[src/rtl/lfsu_pkg.sv]
// Shared types, constants and helpers for the latent-factor SGD update block.
package lfsu_pkg;

	localparam int VALUE_BITS   = 16;
	localparam int FRAC_BITS    = 12;
	localparam int CFG_BITS     = 16;
	localparam int CFG_IDX_BITS = 3;

	typedef logic signed [VALUE_BITS-1:0] value_t;

	typedef enum logic [CFG_IDX_BITS-1:0] {
		REG_USER_COUNT     = 3'd0,
		REG_ITEM_COUNT     = 3'd1,
		REG_FACTOR_COUNT   = 3'd2,
		REG_LEARNING_RATE  = 3'd3,
		REG_REGULARIZATION = 3'd4,
		REG_GLOBAL_MEAN    = 3'd5
	} cfg_reg_t;

	typedef enum logic [1:0] {
		OP_TRAIN = 2'd0,
		OP_WRITE = 2'd1,
		OP_READ  = 2'd2,
		OP_NONE  = 2'd3
	} op_t;

	typedef enum logic [1:0] {
		TSEL_USER_FACTOR = 2'd0,
		TSEL_ITEM_FACTOR = 2'd1,
		TSEL_USER_BIAS   = 2'd2,
		TSEL_ITEM_BIAS   = 2'd3
	} tsel_t;

	// controller to datapath commands
	typedef struct packed {
		logic capture;
		logic decode;
		logic wr_entry;
		logic rd_capture;
		logic acc_clear;
		logic bias_rd;
		logic dot_issue;
		logic err_pred;
		logic err_final;
		logic upd_issue;
		logic upd_bias;
		logic k_clear;
		logic k_inc;
		logic finish;
	} dp_cmd_t;

	// datapath to controller status
	typedef struct packed {
		op_t  op;
		logic in_range;
		logic nf_zero;
		logic k_last;
		logic busy;
		logic upd_write;
	} dp_stat_t;

	// saturate to the signed value range
	function automatic value_t sat_value(input logic signed [47:0] x);
		logic signed [47:0] hi;
		logic signed [47:0] lo;
		hi = 48'sd32767;
		lo = -48'sd32768;
		if (x > hi) return value_t'(hi);
		else if (x < lo) return value_t'(lo);
		else return value_t'(x);
	endfunction

endpackage

[src/rtl/lfsu_ctrl.sv]
// Sequencing state machine for train, write and read requests.
module lfsu_ctrl (
	input  logic               clk,
	input  logic               arst_n,
	input  logic               req_valid,
	output logic               req_ready,
	output logic               rsp_valid,
	input  logic               rsp_ready,
	input  lfsu_pkg::dp_stat_t stat,
	output lfsu_pkg::dp_cmd_t  cmd
);
	import lfsu_pkg::*;

	typedef enum logic [3:0] {
		S_IDLE, S_DEC, S_WR, S_RD, S_RDCAP, S_BIAS, S_DOT, S_DOTDRAIN,
		S_ERR1, S_ERR2, S_UPD, S_UPDBIAS, S_UPDDRAIN, S_DONE
	} state_t;

	state_t state_q;
	logic   rsp_valid_q;

	assign req_ready = (state_q == S_IDLE);
	assign rsp_valid = rsp_valid_q;

	// decode commands from the current state
	always_comb begin
		cmd = '0;
		unique case (state_q)
			S_IDLE:     cmd.capture = req_valid;
			S_DEC: begin
				cmd.decode  = 1'b1;
				cmd.k_clear = 1'b1;
			end
			S_WR:       cmd.wr_entry = 1'b1;
			S_RD:       ;
			S_RDCAP:    cmd.rd_capture = 1'b1;
			S_BIAS: begin
				cmd.acc_clear = 1'b1;
				cmd.bias_rd   = 1'b1;
			end
			S_DOT: begin
				cmd.dot_issue = 1'b1;
				cmd.k_inc     = 1'b1;
			end
			S_DOTDRAIN: ;
			S_ERR1:     cmd.err_pred = 1'b1;
			S_ERR2: begin
				cmd.err_final = 1'b1;
				cmd.k_clear   = 1'b1;
			end
			S_UPD: begin
				cmd.upd_issue = 1'b1;
				cmd.k_inc     = 1'b1;
			end
			S_UPDBIAS: begin
				cmd.upd_issue = 1'b1;
				cmd.upd_bias  = 1'b1;
			end
			S_UPDDRAIN: ;
			S_DONE:     cmd.finish = !rsp_valid_q || rsp_ready;
			default:    ;
		endcase
	end

	// advance state and hold the response valid flag
	always_ff @(posedge clk or negedge arst_n) begin
		if (!arst_n) begin
			state_q     <= S_IDLE;
			rsp_valid_q <= 1'b0;
		end else begin
			if (cmd.finish) begin
				rsp_valid_q <= 1'b1;
			end else if (rsp_ready) begin
				rsp_valid_q <= 1'b0;
			end
			unique case (state_q)
				S_IDLE:     if (req_valid) state_q <= S_DEC;
				S_DEC: begin
					if (!stat.in_range || stat.op == OP_NONE) begin
						state_q <= S_DONE;
					end else begin
						unique case (stat.op)
							OP_TRAIN: state_q <= S_BIAS;
							OP_WRITE: state_q <= S_WR;
							OP_READ:  state_q <= S_RD;
							default:  state_q <= S_DONE;
						endcase
					end
				end
				S_WR:       state_q <= S_DONE;
				S_RD:       state_q <= S_RDCAP;
				S_RDCAP:    state_q <= S_DONE;
				S_BIAS:     state_q <= stat.nf_zero ? S_DOTDRAIN : S_DOT;
				S_DOT:      if (stat.k_last) state_q <= S_DOTDRAIN;
				S_DOTDRAIN: if (!stat.busy) state_q <= S_ERR1;
				S_ERR1:     state_q <= S_ERR2;
				S_ERR2:     state_q <= stat.nf_zero ? S_UPDBIAS : S_UPD;
				S_UPD:      if (stat.k_last) state_q <= S_UPDBIAS;
				S_UPDBIAS:  state_q <= S_UPDDRAIN;
				S_UPDDRAIN: if (!stat.busy) state_q <= S_DONE;
				S_DONE:     if (cmd.finish) state_q <= S_IDLE;
				default:    state_q <= S_IDLE;
			endcase
		end
	end

endmodule

[config.mk]
export PLATFORM = sky130hd
export DESIGN_NAME = lfsu_ctrl
export DESIGN_NICKNAME = d
export VERILOG_FILES = /design/src/rtl/lfsu_pkg.sv /design/src/rtl/lfsu_ctrl.sv
export SDC_FILE = /design/constraint.sdc
export NUM_CORES = 1
export LEC_CHECK = 0
export ABC_AREA = 1
export BUFFER_PORTS_ARGS = -buffer_cell sky130_fd_sc_hd__buf_2
export CAP_MARGIN = 10
export CORE_MARGIN = 2
export CORE_UTILIZATION = 30
export CTS_CLUSTER_DIAMETER = 40
export DETAILED_ROUTE_END_ITERATION = 8
export GPL_TIMING_DRIVEN = 0
export PLACE_DENSITY_LB_ADDON = 0.15
export SKIP_LAST_GASP = 1
export SLEW_MARGIN = 5
export SYNTH_ARGS = -nofsm -noshare
export SYNTH_HDL_FRONTEND = slang
export SYNTH_SLANG_ARGS = --single-unit
[constraint.sdc]
create_clock -name clk -period 1.4 [get_ports clk]
set_clock_uncertainty 0.15 [all_clocks]
set_input_delay 0.14 -clock clk [delete_from_list [all_inputs] [get_ports clk]]
set_output_delay 0.14 -clock clk [all_outputs]
set_load 0.02 [all_outputs]
==> impl_metrics.yaml <==
global_route:
  grt_overflow: 0
  antenna_found_initial: 0
  grt_pass1_wl_microns: 3146
  grtUsageTotal: 0.1662
  grt_max_degree: 8
  grt_pass1_vias: 722
sta:
  worst_pin_slew_ps: 250.1
  finalCritPeriodShare: 1.162
  layout_setup_ws_ps: -226.2
  drv_slew: 0
  finalHoldViolCount: 0
  max_slew_margin: 0.8332
  max_clock_freq_mhz: 614.9
  period_needed_ps: 1626
  setup_violations: 19
  rsz0062_at_grt: "true"
critical_path:
  crit_path_end_kind: "output pin"
  slowest_stage: "dfrtp_2"
  cp_data_required_time_ps: 1110
  crit_fanout: 7
  max_stage_delay_ps: 500
  path_delay_family: "flip-flops"
  crit_arrival_ps: 1340
  cp.buffers_inverters: 3
  crit_type: "flip-flop to output pin"
  worstPathCellList: "inv_4, nand2_4, nor2_4, inv_2, nor2_1, buf_4"
  regToRegSetupSlack_ps: -180
  crit_start: "state_q[1]"
  regToRegStartpoint: "state_q[3]"
  start_kind: "flip-flop"
cells_and_area:
  n_antenna_cell: 0
  layout-drive-gt1-share: 0.5949
  fin_nets: 172
  fillers: 201
  syn_to_final_growth_pct: 96.42
drt:
  drtIter0Drc: 10
  wire_per_inst_microns: 11.12
  postRouteAntennaNets: 0
  vias: 825
  vias_per_cell: 4.459
  drt-total-wl_microns: 2057
  route.detailed.drc: 0
  first_pass_iters: 4
hold_path:
  hold_path_class: "input port to async pin"
logic_synthesis:
  synthDominantCellAreaShare: 0.2105
  synth_top_family_by_area: "simple AND/OR/NAND/NOR gates"
  synth-simple-area-share: 0.5684
  synth_cells: 105
  synth_cell_types: 15
  syn_area_sq_um: 594.3
  synth-xor-area-share: 0
  post-synth-top-area-cell: "dfrtp_1"
  synth_compound_area_frac: 0.008421
  synthTopCellsByArea: "dfrtp_1, nand2_1, nor2_1"
  ys_ff_latch: 5
  synth_mux_area_frac: 0
  synthAdderAreaFrac: 0.04211
  synth_area_per_cell_sq_um: 5.660
  ys_seq_area_frac: 0.2105
  yosys_warnings: 0
  syn-num-nets: 118
placement:
  portBuffers: 25
  dp_slack_ps: -46.63
  dp_hpwl_microns: 1181
  routabilityCongestion: 0.7516
floorplanning:
  start_util: 0.3092
  die_area_sq_um: 2353
  chipHeight_microns: 48.51
  row_count: 16
  core_area_sq_um: 1922
  die_x_microns: 48.51
  pin_count: 27
clock_tree:
  cts.clk_slew.worst_paths_ps: 50
  clock-sinks: 5
  cts.path.max_buffers: 2
  htree_levels: 1
  clock_latency_ps: 250
  clock-root-buffer: "clkbuf_4"
  cts_tree: "yes"
  numCtsBuffers: 3
power:
  power.density_nw_per_um2: 2409
  total_power_mw: 2.812
  p_leak_nw: 0.6677
  peakVddDrop_mv: 1.226
outcome:
  violations: "setup timing"
  status: "finished, violations left"
job:
  cap_violations: 0
==> layout make-up <==
class,count,area (sq um),area share
Buffer,3,30.03,0.02572
Clock buffer,4,26.28,0.02251
Inverter,21,86.33,0.07395
Multi-Input combinational cell,76,474.2,0.4062
Sequential cell,5,127.6,0.1093
Tap cell,27,33.78,0.02894
Timing Repair Buffer,49,389.1,0.3333
==> where the power goes <==
| group | switching [mW] | internal, mW | leakage (nW) |
|---|---|---|---|
| registers | 0.0932 | 0.226 | 0.0599 |
| clock network | 0.0650 | 0.108 | 0.0150 |
| logic | 1.26 | 1.06 | 0.593 |
| total | 1.42 | 1.39 | 0.668 |
==> flip-flops by register name (all words and copies together), names as in the netlist <==
register / flops
state_q: 4
rsp_valid: 1
==> final timing paths <==
path | to | cells after the start
worst max register to register | state_q[2] | 9
worst min-delay path | state_q[0] | 2
worst min register to register | rsp_valid | 2
min in group clk | state_q[1] | 5
max in group asynchronous | state_q[3] | 2
worst max-delay path | cmd[0] | 6
==> metrics by stage <==
stage | setup TNS (ps) | hold slack, ps | util | std cells | cell area [sq um]
6_report | -2687 | 84.87 | 0.6074 | 185 | 1167
5_1_grt | -3760 | 79.32 | 0.6074 | 185 | 1167
4_1_cts | -1987 | 82.87 | 0.5234 | 175 | 1006
3_5_place_dp | -223.0 | -187.1 | 0.3945 | 157 | 758.2
3_3_place_gp | -211.5 | -191.6 | 0.3945 | 157 | 758.2
2_1_floorplan | 0 | -305.6 | - | 105 | 599.3
==> synthesized netlist by cell type <==
master and n:
buf_4 3, dfrtp_1 5, ha_1 2, inv_1 12, inv_2 9, nand2_1 33, nand2_2 4, nand3_1 7
nand3_2 3, nand4_1 1, nor2_1 19, nor2_2 3, nor2_4 2, nor3_1 1, o21ai_0 1
==> kinds of logic (layout without fill, tap and decap cells) <==
logic type | Yosys count | count (layout)
adder cells (fa/ha/maj) | 2 | 2
flip-flops | 5 | 5
AND/OR/NAND/NOR | 73 | 73
AO/OA/AOI/OAI | 1 | 1
buffers and inverters | 24 | 77
==> cells in the final DEF, fill, tap and decap left out, types with 2 or more instances in the layout <==
master / count
nand2_1: 27
buf_4: 27
buf_6: 13
nor2_1: 13
inv_2: 11
nor2_4: 10
buf_2: 10
nand2_2: 7
inv_1: 7
nand3_1: 7
inv_4: 3
clkbuf_4: 3
dfrtp_1: 3
nand2_4: 2
nand3_2: 2
ha_1: 2
dlygate4sd3_1: 2
dfrtp_2: 2
==> metal layers <==
layer,part of all wire,GRT usage
met1,0.42,0.1904
met5,0,0
met2,0.53,0.3102
met4,0.024,0.04762
met3,0.030,0.03395
==> repair_timing <==
item	in CTS	in global routing
gates resized for setup	40	23
hold buffers	2	0
endpoints found under the setup margin	19	19
pin swaps	8	7
endpoints found under the hold margin	6	0
setup buffers	12	10
Power figures use the tool's default switching activity.
